<file path="src/rtl/core/lrf_pkg.sv">
// shared types and constants for the lcd rectangle fill bus sequencer
package lrf_pkg;

  localparam int COORD_W = 12;
  localparam int DIM_W   = 13;
  localparam int CRD_IN_W = 16;

  localparam logic OP_START = 1'b0;
  localparam logic OP_TICK  = 1'b1;

  localparam logic REG_SCREEN_WIDTH  = 1'b0;
  localparam logic REG_SCREEN_HEIGHT = 1'b1;

  localparam logic [7:0] CMD_PREFIX       = 8'h00;
  localparam logic [7:0] CMD_COLUMN_SET   = 8'h2A;
  localparam logic [7:0] CMD_ROW_SET      = 8'h2B;
  localparam logic [7:0] CMD_MEMORY_WRITE = 8'h2C;

  typedef struct packed {
    logic                 reject;
    logic [COORD_W-1:0]   col_first;
    logic [COORD_W-1:0]   col_last;
    logic [COORD_W-1:0]   row_first;
    logic [COORD_W-1:0]   row_last;
    logic [COORD_W-1:0]   cols_m1;
    logic [COORD_W-1:0]   rows_m1;
  } clip_t;

  typedef struct packed {
    logic [7:0] bus_byte;
    logic       is_data;
    logic       byte_valid;
    logic       transaction_end;
    logic       fill_done;
    logic       rejected;
    logic       busy_res;
  } res_t;

endpackage

</file>
<file path="src/rtl/core/lrf_clip.sv">
// rectangle reject test and clipping against the screen size
module lrf_clip #(
  parameter int MAX_COLUMNS = 4096,
  parameter int MAX_ROWS    = 4096
) (
  input  logic signed [lrf_pkg::CRD_IN_W-1:0] left,
  input  logic signed [lrf_pkg::CRD_IN_W-1:0] top,
  input  logic signed [lrf_pkg::CRD_IN_W-1:0] rect_width,
  input  logic signed [lrf_pkg::CRD_IN_W-1:0] rect_height,
  input  logic        [lrf_pkg::DIM_W-1:0]    screen_width,
  input  logic        [lrf_pkg::DIM_W-1:0]    screen_height,
  output lrf_pkg::clip_t                      clip
);
  import lrf_pkg::*;

  localparam int EXT_W = CRD_IN_W + 2;

  logic        [DIM_W-1:0]   sw;
  logic        [DIM_W-1:0]   sh;
  logic signed [EXT_W-1:0]   x1;
  logic signed [EXT_W-1:0]   y1;
  logic signed [EXT_W-1:0]   x2;
  logic signed [EXT_W-1:0]   y2;
  logic signed [EXT_W-1:0]   sw_s;
  logic signed [EXT_W-1:0]   sh_s;
  logic                      w_empty;
  logic                      h_empty;
  logic        [COORD_W-1:0] x1c;
  logic        [COORD_W-1:0] y1c;
  logic        [COORD_W-1:0] x2c;
  logic        [COORD_W-1:0] y2c;

  always_comb begin
    if (screen_width == '0) begin
      sw = DIM_W'(1);
    end else if (screen_width > DIM_W'(MAX_COLUMNS)) begin
      sw = DIM_W'(MAX_COLUMNS);
    end else begin
      sw = screen_width;
    end
    if (screen_height == '0) begin
      sh = DIM_W'(1);
    end else if (screen_height > DIM_W'(MAX_ROWS)) begin
      sh = DIM_W'(MAX_ROWS);
    end else begin
      sh = screen_height;
    end
  end

  assign sw_s = $signed({{(EXT_W-DIM_W){1'b0}}, sw});
  assign sh_s = $signed({{(EXT_W-DIM_W){1'b0}}, sh});
  assign x1 = EXT_W'(left);
  assign y1 = EXT_W'(top);
  assign x2 = x1 + EXT_W'(rect_width) - EXT_W'(1);
  assign y2 = y1 + EXT_W'(rect_height) - EXT_W'(1);
  assign w_empty = rect_width[CRD_IN_W-1] || (rect_width == '0);
  assign h_empty = rect_height[CRD_IN_W-1] || (rect_height == '0);

  assign x1c = left[CRD_IN_W-1] ? '0 : left[COORD_W-1:0];
  assign y1c = top[CRD_IN_W-1] ? '0 : top[COORD_W-1:0];
  assign x2c = (x2 >= sw_s) ? COORD_W'(sw - DIM_W'(1)) : x2[COORD_W-1:0];
  assign y2c = (y2 >= sh_s) ? COORD_W'(sh - DIM_W'(1)) : y2[COORD_W-1:0];

  always_comb begin
    clip.reject    = w_empty || h_empty || (x1 >= sw_s) || (y1 >= sh_s)
                     || x2[EXT_W-1] || y2[EXT_W-1];
    clip.col_first = x1c;
    clip.col_last  = x2c;
    clip.row_first = y1c;
    clip.row_last  = y2c;
    clip.cols_m1   = x2c - x1c;
    clip.rows_m1   = y2c - y1c;
  end

endmodule

</file>
<file path="src/rtl/core/lrf_seq.sv">
// fill sequence state and bus byte generation
module lrf_seq (
  input  logic                          clk,
  input  logic                          rst,
  input  logic                          step,
  input  logic                          op,
  input  logic [15:0]                   fill_colour,
  input  lrf_pkg::clip_t                clip,
  output lrf_pkg::res_t                 res
);
  import lrf_pkg::*;

  localparam logic [1:0] PH_COL    = 2'd0;
  localparam logic [1:0] PH_ROW    = 2'd1;
  localparam logic [1:0] PH_MEMWR  = 2'd2;
  localparam logic [1:0] PH_PIXELS = 2'd3;

  logic               running, running_next;
  logic [1:0]         phase, phase_next;
  logic [2:0]         byte_step, byte_step_next;
  logic               low_half, low_half_next;
  logic [COORD_W-1:0] col_first, col_last, row_first, row_last;
  logic [COORD_W-1:0] cols_m1;
  logic [COORD_W-1:0] cols_left, cols_left_next;
  logic [COORD_W-1:0] rows_left, rows_left_next;
  logic [15:0]        colour;
  logic               load;
  logic [COORD_W-1:0] first;
  logic [COORD_W-1:0] last;

  assign first = (phase == PH_COL) ? col_first : row_first;
  assign last  = (phase == PH_COL) ? col_last : row_last;

  always_comb begin
    running_next   = running;
    phase_next     = phase;
    byte_step_next = byte_step;
    low_half_next  = low_half;
    cols_left_next = cols_left;
    rows_left_next = rows_left;
    load           = 1'b0;
    res            = '0;
    if (op == OP_START) begin
      if (running || clip.reject) begin
        res.rejected = 1'b1;
      end else begin
        load           = 1'b1;
        running_next   = 1'b1;
        phase_next     = PH_COL;
        byte_step_next = '0;
        low_half_next  = 1'b0;
        cols_left_next = clip.cols_m1;
        rows_left_next = clip.rows_m1;
      end
    end else if (running) begin
      res.byte_valid = 1'b1;
      case (phase)
        PH_COL, PH_ROW: begin
          byte_step_next = byte_step + 3'd1;
          case (byte_step)
            3'd0: res.bus_byte = CMD_PREFIX;
            3'd1: res.bus_byte = (phase == PH_COL) ? CMD_COLUMN_SET : CMD_ROW_SET;
            3'd2: begin
              res.bus_byte = 8'(first[COORD_W-1:8]);
              res.is_data  = 1'b1;
            end
            3'd3: begin
              res.bus_byte = first[7:0];
              res.is_data  = 1'b1;
            end
            3'd4: begin
              res.bus_byte = 8'(last[COORD_W-1:8]);
              res.is_data  = 1'b1;
            end
            default: begin
              res.bus_byte        = last[7:0];
              res.is_data         = 1'b1;
              res.transaction_end = 1'b1;
              phase_next          = phase + 2'd1;
              byte_step_next      = '0;
            end
          endcase
        end
        PH_MEMWR: begin
          if (byte_step == '0) begin
            res.bus_byte   = CMD_PREFIX;
            byte_step_next = 3'd1;
          end else begin
            res.bus_byte   = CMD_MEMORY_WRITE;
            phase_next     = PH_PIXELS;
            byte_step_next = '0;
            low_half_next  = 1'b0;
          end
        end
        default: begin
          res.is_data = 1'b1;
          if (!low_half) begin
            res.bus_byte  = colour[15:8];
            low_half_next = 1'b1;
          end else begin
            res.bus_byte  = colour[7:0];
            low_half_next = 1'b0;
            if (cols_left == '0 && rows_left == '0) begin
              res.transaction_end = 1'b1;
              res.fill_done       = 1'b1;
              running_next        = 1'b0;
              phase_next          = PH_COL;
            end else if (cols_left == '0) begin
              cols_left_next = cols_m1;
              rows_left_next = rows_left - COORD_W'(1);
            end else begin
              cols_left_next = cols_left - COORD_W'(1);
            end
          end
        end
      endcase
    end
    res.busy_res = running_next;
  end

  always_ff @(posedge clk) begin
    if (rst) begin
      running   <= 1'b0;
      phase     <= PH_COL;
      byte_step <= '0;
      low_half  <= 1'b0;
      cols_left <= '0;
      rows_left <= '0;
    end else if (step) begin
      running   <= running_next;
      phase     <= phase_next;
      byte_step <= byte_step_next;
      low_half  <= low_half_next;
      cols_left <= cols_left_next;
      rows_left <= rows_left_next;
    end
  end

  always_ff @(posedge clk) begin
    if (step && load) begin
      col_first <= clip.col_first;
      col_last  <= clip.col_last;
      row_first <= clip.row_first;
      row_last  <= clip.row_last;
      cols_m1   <= clip.cols_m1;
      colour    <= fill_colour;
    end
  end

endmodule

</file>
<file path="src/rtl/core/lcd_rect_fill_bus_sequencer_top.sv">
// top level of the lcd rectangle fill bus sequencer
// Each input beat produces exactly one output beat. A start beat (tuser 0) clips the
// rectangle to the screen and arms the sequence, or comes back with rejected set; each tick
// beat (tuser 1) then yields the next byte of the column window, row window, memory write
// command and pixel colour bytes. A beat passes through an input register and one result
// register, and one beat is taken every cycle while the output is drained; throughput is
// limited only by the downstream tready.
module lcd_rect_fill_bus_sequencer_top #(
  parameter int MAX_COLUMNS = 4096,
  parameter int MAX_ROWS    = 4096
) (
  input  logic        clk,
  input  logic        rst,
  input  logic        s_tvalid,
  output logic        s_tready,
  input  logic [79:0] s_tdata,   // left, top, rect_width, rect_height, fill_colour
  input  logic        s_tuser,   // operation
  output logic        m_tvalid,
  input  logic        m_tready,
  output logic [15:0] m_tdata,   // bus_byte, byte_valid, fill_done, rejected, busy_res, zeros
  output logic        m_tuser,   // is_data
  output logic        m_tlast,   // transaction_end
  input  logic        cfg_we,
  input  logic        cfg_index,
  input  logic [12:0] cfg_data
);
  import lrf_pkg::*;

  logic               in_valid;
  logic               in_op;
  logic [79:0]        in_data;
  logic               out_free;
  logic               step;
  logic [DIM_W-1:0]   screen_width;
  logic [DIM_W-1:0]   screen_height;
  clip_t              clip;
  res_t               res;

  assign out_free = !m_tvalid || m_tready;
  assign step     = in_valid && out_free;
  assign s_tready = !in_valid || out_free;

  always_ff @(posedge clk) begin
    if (rst) begin
      screen_width  <= DIM_W'(320);
      screen_height <= DIM_W'(480);
    end else if (cfg_we) begin
      case (cfg_index)
        REG_SCREEN_WIDTH:  screen_width <= cfg_data;
        REG_SCREEN_HEIGHT: screen_height <= cfg_data;
        default: ;
      endcase
    end
  end

  always_ff @(posedge clk) begin
    if (rst) begin
      in_valid <= 1'b0;
    end else if (s_tready) begin
      in_valid <= s_tvalid;
    end
  end

  always_ff @(posedge clk) begin
    if (s_tvalid && s_tready) begin
      in_op   <= s_tuser;
      in_data <= s_tdata;
    end
  end

  lrf_clip #(
    .MAX_COLUMNS (MAX_COLUMNS),
    .MAX_ROWS    (MAX_ROWS)
  ) u_clip (
    .left          ($signed(in_data[15:0])),
    .top           ($signed(in_data[31:16])),
    .rect_width    ($signed(in_data[47:32])),
    .rect_height   ($signed(in_data[63:48])),
    .screen_width  (screen_width),
    .screen_height (screen_height),
    .clip          (clip)
  );

  lrf_seq u_seq (
    .clk         (clk),
    .rst         (rst),
    .step        (step),
    .op          (in_op),
    .fill_colour (in_data[79:64]),
    .clip        (clip),
    .res         (res)
  );

  always_ff @(posedge clk) begin
    if (rst) begin
      m_tvalid <= 1'b0;
    end else if (out_free) begin
      m_tvalid <= step;
    end
  end

  always_ff @(posedge clk) begin
    if (step) begin
      m_tdata <= {4'b0000, res.busy_res, res.rejected, res.fill_done, res.byte_valid,
                  res.bus_byte};
      m_tuser <= res.is_data;
      m_tlast <= res.transaction_end;
    end
  end

  // end of fill closes the transaction and drops busy
  a_done_ends: assert property (@(posedge clk) disable iff (rst)
    m_tvalid && m_tdata[9] |-> m_tlast && m_tdata[8] && !m_tdata[11])
    else $error("fill_done without transaction end or with busy");

  // a rejected start never strobes the bus
  a_reject_quiet: assert property (@(posedge clk) disable iff (rst)
    m_tvalid && m_tdata[10] |-> !m_tdata[8] && !m_tuser && !m_tlast)
    else $error("rejected beat carries a bus byte");

  // an empty output register always lets the input side move
  a_ready_when_empty: assert property (@(posedge clk) disable iff (rst)
    !m_tvalid |-> s_tready)
    else $error("input stalled with output register empty");

  // a processed beat shows up at the output on the next edge
  a_step_to_out: assert property (@(posedge clk) disable iff (rst)
    step |=> m_tvalid)
    else $error("processed beat lost");

endmodule

</file>
<file path="config.mk">
export PLATFORM = sky130hd
export DESIGN_NAME = lcd_rect_fill_bus_sequencer_top
export DESIGN_NICKNAME = d
export VERILOG_FILES = /design/src/rtl/core/lrf_pkg.sv /design/src/rtl/core/lrf_clip.sv /design/src/rtl/core/lrf_seq.sv /design/src/rtl/core/lcd_rect_fill_bus_sequencer_top.sv
export SDC_FILE = /design/constraint.sdc
export NUM_CORES = 1
export LEC_CHECK = 0
export BUFFER_PORTS_ARGS = -buffer_cell sky130_fd_sc_hd__buf_4
export CAP_MARGIN = 10
export CORE_ASPECT_RATIO = 0.9
export CORE_MARGIN = 2
export CORE_UTILIZATION = 56
export CTS_CLUSTER_DIAMETER = 200
export DETAILED_ROUTE_END_ITERATION = 6
export PLACE_DENSITY_LB_ADDON = 0.25
export SLEW_MARGIN = 10
export SYNTH_ARGS = -nofsm -noshare
export SYNTH_HDL_FRONTEND = slang
export SYNTH_SLANG_ARGS = --single-unit
</file>
<file path="constraint.sdc">
create_clock -name clk -period 6.4 [get_ports clk]
set_input_delay 0.64 -clock clk [delete_from_list [all_inputs] [get_ports clk]]
set_output_delay 0.64 -clock clk [all_outputs]
set_load 0.02 [all_outputs]
</file>
Word-level counts from Yosys, hierarchy flattened
Index checks and enable logic that the tools add are counted.

storage, ports and cells
  register bits after elaboration = 230
  word-level logic and storage cells = 168

cells by class
  bitwise operators = 4
  equal/unequal tests = 18
  muxes and demuxes = 66
  order comparisons = 6
  add/subtract/negate cells = 12
  reductions and logical operators = 37

operators by type and width
  kind                                                                  number
  12-bit 2-to-1 mux                                                     20
  13-bit 2-to-1 mux                                                     4
  12-bit by 1-bit subtractor with 12-bit output, second input constant  4
  8-bit one-hot mux with 5 select lines                                 1
  18-bit by 14-bit greater-or-equal comparator with 1-bit output        2
  18-bit by 2-bit subtractor with 18-bit output, second input constant  2
  16-bit by 16-bit adder with 17-bit output                             2
  16-bit by 14-bit greater-or-equal comparator with 1-bit output        2
  16-bit zero test                                                      2
  13-bit > comparator, second input constant                            2
  13-bit zero test                                                      2
  12-bit zero test                                                      2
  12-bit subtractor                                                     2
  1-bit 2-to-1 mux                                                      19
  2-bit 2-to-1 mux                                                      9
  8-bit one-hot mux with 2 select lines                                 1
  3-bit 2-to-1 mux                                                      5
  7-bit AND reduction                                                   2
  1-bit logical OR                                                      10
  8-bit 2-to-1 mux                                                      1
  2-bit != test, second input constant                                  4
  4-bit by 1-bit != test with 1-bit output, second input constant       2
  3-bit by 2-bit == test with 1-bit output, second input constant       2
  6-bit 2-to-1 mux                                                      1
  25 further kinds                                                      40

Longest topological paths before layout
  word-level depth = 12
  gate-level depth with buffers = 34
  mapped depth without buffers = 33

By module
From an unflattened synthesis, not the netlist that was laid out.

second synthesis, totals
  cell total of the unflattened synthesis = 1,479
  area total of the unflattened synthesis = 14,925.6 um^2

by module, submodules not included
  module                           area each (um^2)  times used  seq. area each (um^2)  cells each
  lrf_clip                         5,485.3           1           0.0                    799
  lrf_seq                          5,337.6           1           2,902.8                466
  lcd_rect_fill_bus_sequencer_top  4,102.7           1           3,413.3                214

Worst setup path before layout
Ideal clock, no wire load.

  path kind = reg-to-reg
  start point = register in_data[16]
  end point = register u_seq.rows_left[8]
  setup time = 0.135 ns
  buffers on the path = 0
  stages on the path, launching flop included = 27
  path slack = 0.055 ns
  clock period less this slack = 6.345 ns
  required time = 6.265 ns
  arrival = 6.210 ns
  cell sequence = edfxtp_1 -> ha_1 -> fa_1 -> a211oi_1 -> nor3_2 -> or3_1 -> a211oi_1 -> o211ai_1 -> xor2_1 -> ha_1 -> and4_1 -> a221o_1 -> a22oi_1 -> or4bb_1 -> nand2_1 -> o21a_1 -> a211oi_2 -> a21o_1 -> ha_1 -> fa_1 -> inv_1 -> a21o_1 -> o21ai_0 -> o211ai_1 -> and2_1 -> mux2i_1 -> o22ai_1

between the ends
  cells in the longest elaborated chain, start to end = 7

RTL lines
  what                                                                                                                         line                                   RTL
  from (decl)                                                                                                                  lcd_rect_fill_bus_sequencer_top.sv:31  logic [79:0] in_data;
  from (signal assigned)                                                                                                       lcd_rect_fill_bus_sequencer_top.sv:67  in_data <= s_tdata;
  16-bit by 16-bit adder with 17-bit output or 16-bit by 14-bit greater-or-equal comparator with 1-bit output (tied branches)  lrf_clip.sv:55, lrf_clip.sv:65
  18-bit by 2-bit subtractor with 18-bit output or 1-bit logical OR (tied branches)                                            lrf_clip.sv:55, lrf_clip.sv:65
  18-bit by 14-bit greater-or-equal comparator with 1-bit output or 1-bit logical OR (tied branches)                           lrf_clip.sv:62, lrf_clip.sv:66
  12-bit 2-to-1 mux or 1-bit logical OR (tied branches)                                                                        lrf_clip.sv:62, lrf_clip.sv:66
  12-bit subtractor or 1-bit logical OR (tied branches)                                                                        lrf_clip.sv:72, lrf_seq.sv:44
  12-bit 2-to-1 mux or 2-bit != test (tied branches)                                                                           --
  12-bit 2-to-1 mux or 7-bit AND reduction (tied branches)                                                                     --
  to (signal assigned)                                                                                                         lrf_seq.sv:135                         rows_left <= rows_left_next;
  to (decl)                                                                                                                    lrf_seq.sv:25                          logic [COORD_W-1:0] rows_left, rows_left_next;

Parallel ways exist; a longest one is shown, timed or not. The select of a mux whose other input is x is not followed.
A chain may end at the register's enable or synchronous reset.

==> impl_metrics.env <==
export IMPL_cts_tree="built"
export IMPL_worst_setup_hold_path_clk_slew_ns=0.06
export IMPL_worst_endpoint_arrival_ns=6.55
export IMPL_synthesis_area_mm2=0.01523
export IMPL_final_layout_size_suffix_gt1_share_pct=25.95
export IMPL_fin_crit_sh_pct=97.92
export IMPL_die_w_um=177.9
export IMPL_wire_per_inst_um=18.77
export IMPL_antenna_cells=0
export IMPL_drv_cap=0
export IMPL_vdd_ir_drop_max_v=0.0002225
export IMPL_status="finished clean"
export IMPL_drt_initial_drc_count=1140
export IMPL_gr_usage_met2_pct=43.31
export IMPL_setup_viol_count_final=0
export IMPL_postSynthRegisterBits=230
export IMPL_power_per_cell_area_mw_per_mm2=257.2
export IMPL_fin_crit_ns=6.267
export IMPL_core_rowCount=57
export IMPL_timing_slew_headroom_pct=21.27
export IMPL_hold_path_class="in2reg"
export IMPL_globalRouteTotalUtil_pct=28.31
export IMPL_worst_hold_slack_ns=0.2631
export IMPL_startpoint_type="register"
export IMPL_syn_mean_instance_area_um2=9.457
export IMPL_synth_flop_cell="edfxtp_1"
export IMPL_clock_root_buffer="clkbuf_16"
export IMPL_critPathMaxFanout=8
export IMPL_ctsLongestPathBuffers=3
export IMPL_timing_critical_path_required_ns=6.68
export IMPL_end_kind="register"
export IMPL_die_h_um=160.5
export IMPL_yosys_cell_types_count=90
export IMPL_grtUsageMet3_pct=4.995
export IMPL_yosys_warnings=0
export IMPL_ant_nets=0
export IMPL_transition_at_the_pin_with_the_smallest_max_transition_slack_ns=1.178
export IMPL_port_buffers=115
export IMPL_finClkSkew_ns=0.009605
export IMPL_fmaxAchievable_mhz=159.6
export IMPL_syn_inst=1611
export IMPL_rsz0062_at_grt="true"
export IMPL_final_core_util_pct=71.47
export IMPL_cts_num_sinks=230
export IMPL_grt_overflow=0
export IMPL_final_hold_violation_count=0
export IMPL_postRouteWirelength_um=42320
export IMPL_critical_path_class="reg2reg"
export IMPL_htreeDepth=1
export IMPL_drt_pre_antenna_iters=6
export IMPL_layout_commonest_cell="buf_4"
export IMPL_detailed_place_hpwl_um=31690
export IMPL_timing_final_max_slew_violations=0
export IMPL_place_gp_congestion=0.9804
export IMPL_clock_insertion_delay_worst_skew_ns=0.55
export IMPL_total_leakage_power_nw=7.765
export IMPL_top_level_ports=120
export IMPL_grt_pass1_wl_um=64630
export IMPL_vias=13610
export IMPL_place_ws_ns=-0.2565
export IMPL_vias_in_the_first_global_route=12490
export IMPL_grt_start_max_net_pins=53
export IMPL_postSynth_asyncResetShare_pct=0
export IMPL_layout_common_cells="buf_4 (294), edfxtp_1 (171), nand2_1 (169)"
export IMPL_synth_edff_count=171
export IMPL_timing_final_ws_setup_ns=0.1333
export IMPL_core_area_mm2=0.02689
export IMPL_design_final_nets=2104
export IMPL_initial_standard_cell_utilization_of_the_core_pct=56.66
export IMPL_cts_buffers=26
export IMPL_groute_layer_met1_usage_pct=40.95
export IMPL_layout_area_overhead_vs_synth_pct=26.14
export IMPL_design_die_area_mm2=0.02854
export IMPL_route_detailed_drc=0
export IMPL_global_route_peak_usage_layer="met2"
export IMPL_seq_area_frac_synth_pct=41.46
export IMPL_via_per_inst=6.038
export IMPL_antenna_found_initial=0
==> registers in the layout (all words and copies together) (netlist names), 2 cells and up <==
signal	cells
in_data	80
m_tdata	12
screen_height	13
screen_width	13
u_seq.byte_step	3
u_seq.col_first	12
u_seq.col_last	12
u_seq.colour	16
u_seq.cols_left	12
u_seq.cols_m1	12
u_seq.phase	2
u_seq.row_first	12
u_seq.row_last	12
u_seq.rows_left	12
==> cell usage after synthesis, types with 9 or more instances <==
| library cell | number | area, um2 |
|---|---|---|
| nor2b_1 | 22 | 137.6 |
| mux2_2 | 21 | 236.5 |
| a22oi_1 | 13 | 97.59 |
| or4_1 | 12 | 90.09 |
| dfxtp_1 | 59 | 1181 |
| or2_2 | 9 | 56.30 |
| and2_1 | 16 | 100.1 |
| nor2_1 | 124 | 465.5 |
| nand2_1 | 171 | 641.9 |
| or3_1 | 23 | 143.9 |
| a21oi_1 | 106 | 530.5 |
| nand3_1 | 46 | 230.2 |
| clkbuf_1 | 45 | 168.9 |
| o21a_1 | 19 | 142.6 |
| edfxtp_1 | 171 | 5135 |
| a311oi_1 | 11 | 96.34 |
| a211oi_1 | 17 | 127.6 |
| xnor2_1 | 46 | 402.9 |
| inv_1 | 81 | 304.0 |
| nand4_1 | 10 | 62.56 |
| nor3_1 | 46 | 230.2 |
| o211ai_1 | 29 | 217.7 |
| nand2b_1 | 37 | 231.5 |
| xor2_1 | 25 | 219.0 |
| a31oi_1 | 21 | 131.4 |
| mux2i_1 | 18 | 180.2 |
| a21o_1 | 30 | 225.2 |
| o21ai_0 | 81 | 405.4 |
| ha_1 | 120 | 1501 |
| and3_1 | 17 | 106.4 |
| nor4_1 | 17 | 106.4 |
==> layer usage <==
metal / part of all wire, % / vias up / routed length [um]
li1: - / 6546 / -
met1: 44 / 6447 / 18780
met2: 45 / 538 / 19250
met3: 7.3 / 79 / 3088
met4: 2.8 / 0 / 1197
met5: 0 / - / 0
==> logic make-up (layout without fill, tap and decap cells) <==
group / count (synthesis) / after routing / synth area share (%)
flops: 230 / 230 / 41.46
compound gates: 426 / 426 / 18.91
simple gates: 574 / 574 / 18.44
fa+ha+maj: 125 / 125 / 10.45
buf+inv: 142 / 428 / 3.638
xor+xnor: 71 / 71 / 4.082
mux: 42 / 42 / 2.998
other cells: 1 / 4 / 0.02462
==> stage by stage <==
step	TNS (ns)	cells	area, um2	power [mW]
after floorplan	0	1614	15250	2.615
after global placement	-0.3267	2180	17500	3.101
after detailed placement	-2.201	2180	17500	3.127
after CTS	-0.01306	2229	18510	4.783
after global routing	-1.559	2254	19220	5.171
final	0	2254	19220	4.943
==> timing repair <==
item	4_1_cts	5_1_grt
setup endpoints to repair	17	22
hold buffers	0	0
buffers inserted	1	26
resized for setup	14	116
pin swaps	11	88
==> area by class of cell <==
type,count,area [um2]
Timing Repair Buffer,297,2250
Inverter,83,311.5
Multi-Input combinational cell,1242,8950
Sequential cell,230,6316
Clock buffer,33,706.9
Fill cell,2027,7670
Clock inverter,15,240.2
Tap cell,354,442.9
==> final timing paths <==
path,from,endpoint,slack (ns),cells after the start
setup / recovery,in_data[33],u_seq.cols_m1[11],0.13,27
hold / removal,s_tdata[23],in_data[23],0.26,1
setup reg to reg,in_data[33],u_seq.cols_m1[11],0.13,27
hold reg to reg,in_data[72],u_seq.colour[8],0.42,0
==> where the power goes <==
group | total [mW] | internal (mW) | switching, mW
registers | 1.72 | 1.68 | 0.0387
logic | 1.59 | 0.737 | 0.850
clock network | 1.64 | 1.02 | 0.616
==> worst max-delay path: stages, from the launching register on <==
cell and delay [ns]:
edfxtp_1 0.45, ha_4 0.29, a211oi_4 0.36, o21ai_1 0.20, a2111oi_2 0.44, a211oi_2 0.06, buf_4 0.19, a211oi_4 0.24
nand2_2 0.09, xnor2_2 0.15, ha_1 0.31, nand4_1 0.08, or3_4 0.36, a31oi_4 0.22, a311oi_4 0.09, a21oi_4 0.23
buf_4 0.14, buf_4 0.14, nor2_1 0.07, a21oi_1 0.27, ha_1 0.23, a21o_1 0.24, o211ai_1 0.13, a21oi_2 0.23
o311ai_4 0.13, and3_1 0.22, o31a_1 0.30, xor2_1 0.14
Power figures use the tool's default switching activity.
